$ cat src/rtl/isp_pkg.sv
package isp_pkg;

  localparam int unsigned ImuDepthDefault    = 10;
  localparam int unsigned StrobeDepthDefault = 10;
  localparam int unsigned FrameBytes         = 64;
  localparam int unsigned ImuPerFrame        = 3;
  localparam int unsigned StrobePerFrame     = 2;
  localparam int unsigned ImuRecBytes        = 16;
  localparam int unsigned StrobeRecBytes     = 5;
  localparam int unsigned ImuSlot0           = 4;
  localparam int unsigned StrobeSlot0        = 52;
  localparam int unsigned SumLo              = 62;
  localparam int unsigned SumHi              = 63;
  localparam int unsigned InDataW            = 128;
  localparam logic [1:0]  ThresholdReset     = 2'd3;

  typedef enum logic [1:0] {
    ST_IDLE,
    ST_EMIT
  } ctrl_state_e;

  // byte source selected for the current frame position
  typedef enum logic [2:0] {
    SRC_ZERO,
    SRC_CNT_LO,
    SRC_CNT_HI,
    SRC_N_IMU,
    SRC_N_STB,
    SRC_IMU,
    SRC_STB,
    SRC_SUM
  } byte_src_e;

  typedef struct packed {
    logic       store_imu;
    logic       store_stb;
    logic       start;
    logic       emit;
    logic [5:0] pos;
    logic       done;
  } dp_cmd_t;

  typedef struct packed {
    logic send;
  } dp_status_t;

  // map a frame position to its byte source; ni, ns: record counts in the frame
  function automatic byte_src_e src_of(input logic [5:0] pos, input logic [1:0] ni,
                                       input logic [1:0] ns);
    byte_src_e s;
    s = SRC_ZERO;
    if (pos == 6'd0) s = SRC_CNT_LO;
    else if (pos == 6'd1) s = SRC_CNT_HI;
    else if (pos == 6'd2) s = SRC_N_IMU;
    else if (pos == 6'd3) s = SRC_N_STB;
    else if (pos < 6'(StrobeSlot0)) begin
      if (2'((pos - 6'(ImuSlot0)) >> 4) < ni) s = SRC_IMU;
    end else if (pos < 6'(SumLo)) begin
      if (pos < 6'(StrobeSlot0 + StrobeRecBytes)) begin
        if (ns != 2'd0) s = SRC_STB;
      end else if (pos < 6'(StrobeSlot0 + 2 * StrobeRecBytes)) begin
        if (ns == 2'd2) s = SRC_STB;
      end
    end else s = SRC_SUM;
    return s;
  endfunction

endpackage

$ cat src/rtl/isp_ctrl.sv
module isp_ctrl (
  input  logic                clk_i,
  input  logic                rst_ni,
  input  logic                in_valid_i,
  input  logic                in_mode_i,
  output logic                in_ready_o,
  output logic                out_valid_o,
  input  logic                out_ready_i,
  output logic                out_last_o,
  input  isp_pkg::dp_status_t status_i,
  output isp_pkg::dp_cmd_t    cmd_o
);

  isp_pkg::ctrl_state_e state_q, state_d;
  logic [5:0] pos_q, pos_d;
  logic       pend_q, pend_d;

  always_ff @(posedge clk_i or negedge rst_ni) begin
    if (!rst_ni) begin
      state_q <= isp_pkg::ST_IDLE;
      pos_q   <= '0;
      pend_q  <= 1'b0;
    end else begin
      state_q <= state_d;
      pos_q   <= pos_d;
      pend_q  <= pend_d;
    end
  end

  always_comb begin
    state_d       = state_q;
    pos_d         = pos_q;
    pend_d        = 1'b0;
    in_ready_o    = 1'b0;
    out_valid_o   = 1'b0;
    out_last_o    = 1'b0;
    cmd_o         = '0;
    cmd_o.pos     = pos_q;
    unique case (state_q)
      isp_pkg::ST_IDLE: begin
        // in the cycle after an imu store the fill count is settled
        if (pend_q) begin
          if (status_i.send) begin
            cmd_o.start = 1'b1;
            pos_d       = '0;
            state_d     = isp_pkg::ST_EMIT;
          end
        end else begin
          in_ready_o = 1'b1;
          if (in_valid_i) begin
            cmd_o.store_imu = !in_mode_i;
            cmd_o.store_stb = in_mode_i;
            pend_d          = !in_mode_i;
          end
        end
      end
      isp_pkg::ST_EMIT: begin
        out_valid_o = 1'b1;
        out_last_o  = (pos_q == 6'(isp_pkg::FrameBytes - 1));
        cmd_o.emit  = out_ready_i;
        if (out_ready_i) begin
          pos_d = pos_q + 6'd1;
          if (out_last_o) begin
            cmd_o.done = 1'b1;
            state_d    = isp_pkg::ST_IDLE;
          end
        end
      end
      default: state_d = isp_pkg::ST_IDLE;
    endcase
  end

endmodule

$ cat src/rtl/isp_datapath.sv
module isp_datapath #(
  parameter int unsigned ImuDepth    = isp_pkg::ImuDepthDefault,
  parameter int unsigned StrobeDepth = isp_pkg::StrobeDepthDefault
) (
  input  logic                              clk_i,
  input  logic                              rst_ni,
  input  logic [isp_pkg::InDataW-1:0]       in_data_i,
  input  logic [1:0]                        threshold_i,
  input  isp_pkg::dp_cmd_t                  cmd_i,
  output isp_pkg::dp_status_t               status_o,
  output logic [7:0]                        byte_o
);

  localparam int unsigned IW = $clog2(ImuDepth);
  localparam int unsigned SW = $clog2(StrobeDepth);
  localparam int unsigned IFW = $clog2(ImuDepth + 1);
  localparam int unsigned SFW = $clog2(StrobeDepth + 1);

  logic [127:0] imu_mem [ImuDepth];
  logic [38:0]  stb_mem [StrobeDepth];

  logic [IW-1:0]  imu_head_q, imu_tail_q;
  logic [IFW-1:0] imu_fill_q;
  logic [SW-1:0]  stb_head_q, stb_tail_q;
  logic [SFW-1:0] stb_fill_q;
  logic [6:0]     stb_num_q;
  logic [15:0]    frame_cnt_q;
  logic [15:0]    sum_q;
  logic [1:0]     n_imu_q, n_stb_q;
  logic [1:0]     rec_q;
  logic [127:0]   imu_rec_q;
  logic [38:0]    stb_rec_q;
  logic [IW-1:0]  imu_rd;
  logic [SW-1:0]  stb_rd;
  logic [IW-1:0]  imu_head_nx;
  logic [SW-1:0]  stb_head_nx;
  logic [1:0]     n_imu_c, n_stb_c;
  isp_pkg::byte_src_e src, src_nx;
  logic [5:0]     pos_nx;
  logic [3:0]     off_imu;
  logic [5:0]     off_stb;
  logic [1:0]     rec_nx;

  function automatic logic [IW-1:0] imu_inc(input logic [IW-1:0] v);
    return (v == IW'(ImuDepth - 1)) ? '0 : v + IW'(1);
  endfunction
  function automatic logic [SW-1:0] stb_inc(input logic [SW-1:0] v);
    return (v == SW'(StrobeDepth - 1)) ? '0 : v + SW'(1);
  endfunction

  assign imu_head_nx = imu_inc(imu_head_q);
  assign stb_head_nx = stb_inc(stb_head_q);
  assign n_imu_c = (imu_fill_q > IFW'(3)) ? 2'd3 : imu_fill_q[1:0];
  assign n_stb_c = (stb_fill_q > SFW'(2)) ? 2'd2 : stb_fill_q[1:0];
  assign status_o.send = ({{(IFW > 2 ? IFW - 2 : 0){1'b0}}, threshold_i} <= imu_fill_q);

  assign src    = isp_pkg::src_of(cmd_i.pos, n_imu_q, n_stb_q);
  assign pos_nx = cmd_i.pos + 6'd1;
  assign src_nx = isp_pkg::src_of(pos_nx, n_imu_q, n_stb_q);
  // record index whose bytes follow at the next position
  assign rec_nx = (pos_nx < 6'(isp_pkg::ImuSlot0)) ? 2'd0
                : (pos_nx < 6'(isp_pkg::StrobeSlot0))
                  ? 2'((pos_nx - 6'(isp_pkg::ImuSlot0)) >> 4)
                : ((pos_nx < 6'd57) ? 2'd0 : 2'd1);

  // tail pointer of the record to prefetch; steps past the last record at the area end
  always_comb begin
    imu_rd = imu_tail_q;
    stb_rd = stb_tail_q;
    if (cmd_i.emit) begin
      if ((src_nx == isp_pkg::SRC_IMU && rec_nx != rec_q) ||
          (cmd_i.pos == 6'd51 && n_imu_q != 2'd0)) begin
        imu_rd = imu_inc(imu_tail_q);
      end
      if ((src_nx == isp_pkg::SRC_STB && pos_nx == 6'd57) ||
          (cmd_i.pos == 6'd61 && n_stb_q != 2'd0)) begin
        stb_rd = stb_inc(stb_tail_q);
      end
    end
  end

  always_ff @(posedge clk_i) begin
    if (cmd_i.store_imu) imu_mem[imu_head_q] <= in_data_i[127:0];
    if (cmd_i.store_stb) stb_mem[stb_head_q] <= {stb_num_q, in_data_i[31:0]};
    imu_rec_q <= imu_mem[imu_rd];
    stb_rec_q <= stb_mem[stb_rd];
  end

  always_comb begin
    off_imu = 4'(cmd_i.pos - 6'(isp_pkg::ImuSlot0));
    off_stb = (cmd_i.pos < 6'd57) ? cmd_i.pos - 6'd52 : cmd_i.pos - 6'd57;
    unique case (src)
      isp_pkg::SRC_ZERO:   byte_o = 8'h00;
      isp_pkg::SRC_CNT_LO: byte_o = frame_cnt_q[7:0];
      isp_pkg::SRC_CNT_HI: byte_o = frame_cnt_q[15:8];
      isp_pkg::SRC_N_IMU:  byte_o = {6'd0, n_imu_q};
      isp_pkg::SRC_N_STB:  byte_o = {6'd0, n_stb_q};
      isp_pkg::SRC_IMU:    byte_o = imu_rec_q[{off_imu, 3'd0} +: 8];
      isp_pkg::SRC_STB:    byte_o = (off_stb == 6'd4) ? {1'b0, stb_rec_q[38:32]}
                                    : stb_rec_q[{off_stb[1:0], 3'd0} +: 8];
      isp_pkg::SRC_SUM:    byte_o = (cmd_i.pos == 6'(isp_pkg::SumLo)) ? sum_q[7:0]
                                    : sum_q[15:8];
      default:             byte_o = 8'h00;
    endcase
  end

  always_ff @(posedge clk_i or negedge rst_ni) begin
    if (!rst_ni) begin
      imu_head_q  <= '0;
      imu_tail_q  <= '0;
      imu_fill_q  <= '0;
      stb_head_q  <= '0;
      stb_tail_q  <= '0;
      stb_fill_q  <= '0;
      stb_num_q   <= '0;
      frame_cnt_q <= '0;
      sum_q       <= '0;
      n_imu_q     <= '0;
      n_stb_q     <= '0;
      rec_q       <= '0;
    end else begin
      if (cmd_i.store_imu) begin
        imu_head_q <= imu_head_nx;
        if (imu_head_nx == imu_tail_q) imu_tail_q <= imu_inc(imu_tail_q);
        if (imu_fill_q != IFW'(ImuDepth)) imu_fill_q <= imu_fill_q + IFW'(1);
      end
      if (cmd_i.store_stb) begin
        stb_head_q <= stb_head_nx;
        stb_num_q  <= stb_num_q + 7'd1;
        if (stb_head_nx == stb_tail_q) stb_tail_q <= stb_inc(stb_tail_q);
        if (stb_fill_q != SFW'(StrobeDepth)) stb_fill_q <= stb_fill_q + SFW'(1);
      end
      if (cmd_i.start) begin
        n_imu_q    <= n_imu_c;
        n_stb_q    <= n_stb_c;
        imu_fill_q <= imu_fill_q - IFW'(n_imu_c);
        stb_fill_q <= stb_fill_q - SFW'(n_stb_c);
        sum_q      <= '0;
        rec_q      <= '0;
      end
      if (cmd_i.emit) begin
        if (cmd_i.pos < 6'(isp_pkg::SumLo)) sum_q <= sum_q + 16'(byte_o);
        imu_tail_q <= imu_rd;
        stb_tail_q <= stb_rd;
        rec_q      <= rec_nx;
      end
      if (cmd_i.done) frame_cnt_q <= frame_cnt_q + 16'd1;
    end
  end

endmodule

$ cat src/rtl/imu_strobe_stamp_packetizer_core.sv
// tvalid of a frame's first byte rises after the imu sample transfer sets pend, the fill
//   count meets the threshold and the controller enters ST_EMIT
// input: one strobe event per cycle while idle; an imu sample holds the input until
//   the fill count settles and a frame it sends is out, one byte per cycle but for stalls
// reset: pointers, counts, strobe number and frame counter clear, threshold is 3;
//   ring contents stay undefined until written
module imu_strobe_stamp_packetizer_core #(
  parameter int unsigned ImuDepth    = isp_pkg::ImuDepthDefault,
  parameter int unsigned StrobeDepth = isp_pkg::StrobeDepthDefault
) (
  input  logic         clk_i,
  input  logic         rst_ni,
  input  logic         s_axis_tvalid,
  output logic         s_axis_tready,
  // time_us, accel_x, accel_y, accel_z, gyro_x, gyro_y, gyro_z
  input  logic [127:0] s_axis_tdata,
  // mode
  input  logic         s_axis_tuser,
  output logic         m_axis_tvalid,
  input  logic         m_axis_tready,
  // frame_byte
  output logic [7:0]   m_axis_tdata,
  output logic         m_axis_tlast,
  input  logic         cfg_valid_i,
  output logic         cfg_ready_o,
  input  logic [1:0]   cfg_data_i
);

  logic [1:0] threshold_q;
  isp_pkg::dp_cmd_t    cmd;
  isp_pkg::dp_status_t status;

  assign cfg_ready_o = 1'b1;

  always_ff @(posedge clk_i or negedge rst_ni) begin
    if (!rst_ni) threshold_q <= isp_pkg::ThresholdReset;
    else if (cfg_valid_i) threshold_q <= cfg_data_i;
  end

  isp_ctrl u_ctrl (
    .clk_i,
    .rst_ni,
    .in_valid_i  (s_axis_tvalid),
    .in_mode_i   (s_axis_tuser),
    .in_ready_o  (s_axis_tready),
    .out_valid_o (m_axis_tvalid),
    .out_ready_i (m_axis_tready),
    .out_last_o  (m_axis_tlast),
    .status_i    (status),
    .cmd_o       (cmd)
  );

  isp_datapath #(
    .ImuDepth    (ImuDepth),
    .StrobeDepth (StrobeDepth)
  ) u_dp (
    .clk_i,
    .rst_ni,
    .in_data_i   (s_axis_tdata),
    .threshold_i (threshold_q),
    .cmd_i       (cmd),
    .status_o    (status),
    .byte_o      (m_axis_tdata)
  );

endmodule
$ cat config.mk
export PLATFORM = sky130hd
export DESIGN_NAME = imu_strobe_stamp_packetizer_core
export DESIGN_NICKNAME = d
export VERILOG_FILES = /design/src/rtl/isp_pkg.sv /design/src/rtl/isp_ctrl.sv /design/src/rtl/isp_datapath.sv /design/src/rtl/imu_strobe_stamp_packetizer_core.sv
export SDC_FILE = /design/constraint.sdc
export NUM_CORES = 2
export LEC_CHECK = 0
export ABC_CLOCK_PERIOD_IN_PS = 11200
export BUFFER_PORTS_ARGS = -buffer_cell sky130_fd_sc_hd__buf_2
export CAP_MARGIN = 20
export CORE_MARGIN = 4
export CORE_UTILIZATION = 57
export DETAILED_ROUTE_END_ITERATION = 7
export HOLD_SLACK_MARGIN = 0.15
export PLACE_DENSITY = 0.76
export SETUP_SLACK_MARGIN = 0.4
export SYNTH_ARGS = -nofsm -noshare
export SYNTH_HDL_FRONTEND = slang
export SYNTH_SLANG_ARGS = --single-unit
$ cat constraint.sdc
create_clock -name clk_i -period 11.2 [get_ports clk_i]
set_input_delay 2.24 -clock clk_i [delete_from_list [all_inputs] [get_ports clk_i]]
set_output_delay 2.24 -clock clk_i [all_outputs]
set_load 0.03 [all_outputs]
==> out/qor.txt <==
Status = finished, final reports clean
Final Hold Fails = 0
CTS Sinks = 1,916
Worst-Margin Slew = 1.34 ns
Unique masters post-synth = 74
Required @ worst endpoint = 8.96 ns
IO Count = 148
FFs w/ async S/R, synth = 0.0412
Worst vdd ir = 0.438 mV
Port bufs = 146
Worst setup EP type = primary output
Share of cells above drive strength 1 = 0.122
Final cell count without fillers = 7,296
GPL Wtd Cong = 0.853
Crit path time final = 7.03 ns
Clk_lat worst skew = 0.84 ns
GR peak layer = met2
Num CTS Buffers = 186
Clk slew on worst S/H paths = 0.06 ns
Flop and latch count out of synthesis = 1,916
Switch share = 0.311
Crit-path slowest cell = o21ai_2
Ys flop type = edfxtp_1
Syn_nets = 5,397
Reg area = 55,500 um^2
Tcrit/Tclk final = 0.628
Via count = 50,200
Worst Setup Path Type = reg -> out
GRT overflow = 0
Leak Pwr = 32.2 nW
CTS tree = built
Initial Util = 0.573
Post-route DRC = 0
Fin. max-slew vios = 0
Mapped Area = 81,000 um^2
Power Internal = 13.7 mW
CTS root buffer = clkbuf_16
Clk network pwr share = 0.313
Multi-input gate area = 23,800 um^2
Iteration-0 DRC Markers = 6,060
Core Region = 141,000 um^2
Final setup fails = 0
Fmax = 142 MHz
Top-area cell type share of the netlist area = 0.619
HPWL after detailed placement = 102,000 um
Syn_area_per_cell = 15.5 um^2
PostCTS Resize Cnt = 0
Top post-synthesis cells by area = edfxtp_1, mux2i_1, a221oi_1
Sw power = 6.21 mW
Hold_buf cts = 0
Hold path start = u_dp.frame_cnt_q[15]
Reg-to-reg endpoint = u_dp.imu_rec_q[39]
Routed wire per std cell = 27.7 um
Postcts setup bufs = 0
Routing usage on met1 = 0.358
R2R Path Start = u_ctrl.pos_q[1]
Vias in the first global route = 49,200
WHS Path Cells = 1
Routed vias/inst = 6.89
Hold worst-path end = u_dp.frame_cnt_q[15]
Die Y = 385 um
Met3 GRT Util = 0.0489
Initial antenna violation count = 53
Setup TNS = 0 ns
Die W = 385 um
Pwr/cell area = 223 nW/um^2
Slew HR = 0.108
R2R cell count = 18
Fill cells = 9,685
Final setup skew = 0.0551 ns
Largest net degree at the start of global routing = 215
R2R Setup Slk = 4.27 ns
Critical Path Fanout Max = 33
WP data arrival = 4.79 ns
Post-synthesis instance total = 5,228
First-pass DRT Iterations = 8
Sequential share of the synthesized area = 0.685
Post-DRT Antenna Nets = 0
Flop pwr share = 0.411
Hold Crit Class = reg -> reg
CTS max path bufs = 3
Yosys top cell by area = edfxtp_1
CP Cell Sequence = buf_4, inv_1, ha_1, nor2b_1, o21ai_1, o21ai_2, mux4_2, mux2i_1, nor2_1, or4_1, buf_2
GRT Total Usage = 0.268
Final nets = 5,387
Routed Wire Length = 202,000 um
Die area = 148,000 um^2
Combinational fraction of design power = 0.276
EDFF count, synth = 1,670
Std-Cell Rows = 138
Layout area overhead = 10.6%
DP Cell Count = 6,918
Met2 GRT Util = 0.443
Largest stage delay, worst path = 0.70 ns
RSZ-0062 raised after global routing = false
Max H-tree Level = 4
Synth warnings = 0
First-pass GRT wire length = 301,000 um
Critical path launch point type = register
Max Cap Violations = 0
==> cells by family after synthesis <==
group,after synthesis,synth area share
flip-flops,1916,0.685
AO/OA/AOI/OAI,1177,0.123
multiplexers,888,0.121
AND/OR/NAND/NOR,722,0.0369
buffers and inverters,448,0.0248
XOR/XNOR,43,0.00465
adder cells (fa/ha/maj),33,0.00537
other,1,0.0000463
==> routing by layer <==
metal	wire length, um	up-vias
met1	78600	25500
li1	-	21500
met3	18500	450
met2	99100	2710
met4	5970	20
met5	115	-
==> layout by cell type, fill, tap and decap left out, types with 12 or more instances in the layout <==
master / instances
a21o_1: 12
a21oi_1: 49
a221o_1: 128
a221oi_1: 774
a22oi_1: 48
buf_12: 18
buf_2: 145
buf_4: 57
bufinv_16: 12
clkbuf_1: 53
clkbuf_16: 186
clkbuf_8: 29
clkinv_1: 24
clkinv_2: 25
dfrtp_1: 74
dfxtp_1: 167
diode_2: 26
edfxtp_1: 1670
ha_1: 30
inv_1: 26
mux2_2: 46
mux2i_1: 770
mux4_2: 69
nand2_1: 136
nand3_1: 26
nor2_1: 447
nor2_4: 15
nor2b_1: 18
o21ai_0: 52
o22a_1: 43
xnor2_1: 30
==> critical path, delay by kind of cell (launching register included) <==
kind | cells | cell delay, ns
compound gates | 2 | 0.88
fa+ha+maj | 1 | 0.28
buf+inv | 3 | 1.01
flops | 1 | 0.34
mux | 2 | 0.80
simple gates | 3 | 0.65
==> flip-flops by register name, indices dropped and copies added, names as in the netlist, 6 cells and up <==
signal / cells
u_ctrl.pos_q: 6
u_dp.frame_cnt_q: 16
u_dp.imu_mem: 1280
u_dp.imu_rec_q: 128
u_dp.stb_mem: 390
u_dp.stb_num_q: 7
u_dp.stb_rec_q: 39
u_dp.sum_q: 16
==> power by group through the flow <==
stage	logic (mW)	clock network (mW)	registers (mW)
3_5_place_dp	5.40	0	8.34
2_1_floorplan	4.14	0	8.21
5_1_grt	5.87	6.65	8.21
4_1_cts	5.43	6.32	8.20
3_3_place_gp	5.25	0	8.34
6_report	5.50	6.25	8.20
==> cells in the mapped netlist (all sizes together) (9+ instances only) <==
cell type / n
a21o: 12
a21oi: 50
a221o: 128
a221oi: 774
a22oi: 48
and3: 11
buf: 104
clkbuf: 315
dfrtp: 77
dfxtp: 167
edfxtp: 1670
ha: 30
inv: 28
mux2: 47
mux2i: 772
mux4: 69
nand2: 136
nand2b: 9
nand3: 27
nor2: 463
nor2b: 18
nor3: 18
o21ai: 56
o22a: 43
o22ai: 11
or3: 10
xnor2: 32
xor2: 11
==> metrics by stage <==
step | hold WS (ns) | instance area, um^2 | utilization | worst slack (ns) | power, mW
floorplan | 0.445 | 81100 | - | 2.16 | 12.4
global route | 0.510 | 89600 | 0.634 | 3.91 | 20.7
global placement | 0.463 | 83300 | 0.589 | 4.64 | 13.6
detailed placement | 0.470 | 83300 | 0.589 | 4.35 | 13.7
CTS | 0.478 | 89500 | 0.633 | 4.07 | 19.9
finish | 0.474 | 89600 | 0.634 | 4.17 | 20.0
==> how the worst max path moves through the flow <==
stage | slack [ns] | depth (start not counted) | endpoint | startpoint
floorplan | 2.16 | 5 | u_dp.imu_mem[1][0] | s_axis_tvalid
global placement | 4.64 | 18 | u_dp.imu_rec_q[40] | u_ctrl.pos_q[1]
detailed placement | 4.35 | 18 | u_dp.imu_rec_q[39] | u_ctrl.pos_q[1]
CTS | 4.07 | 11 | m_axis_tdata[1] | u_ctrl.pos_q[1]
global route | 3.91 | 18 | u_dp.imu_rec_q[39] | u_ctrl.pos_q[1]
finish | 4.17 | 11 | m_axis_tdata[1] | u_ctrl.pos_q[1]
==> layout make-up <==
| class | count | area share |
|---|---|---|
| tap | 1890 | 0.0264 |
| inverter | 29 | 0.00130 |
| sequential | 1916 | 0.619 |
| antenna | 26 | 0.000726 |
| timing repair buffer | 221 | 0.0172 |
| clock buffer | 268 | 0.0586 |
| multi-input combinational | 2864 | 0.266 |
| clock inverter | 82 | 0.0107 |
(Power assumes the default switching activity.)
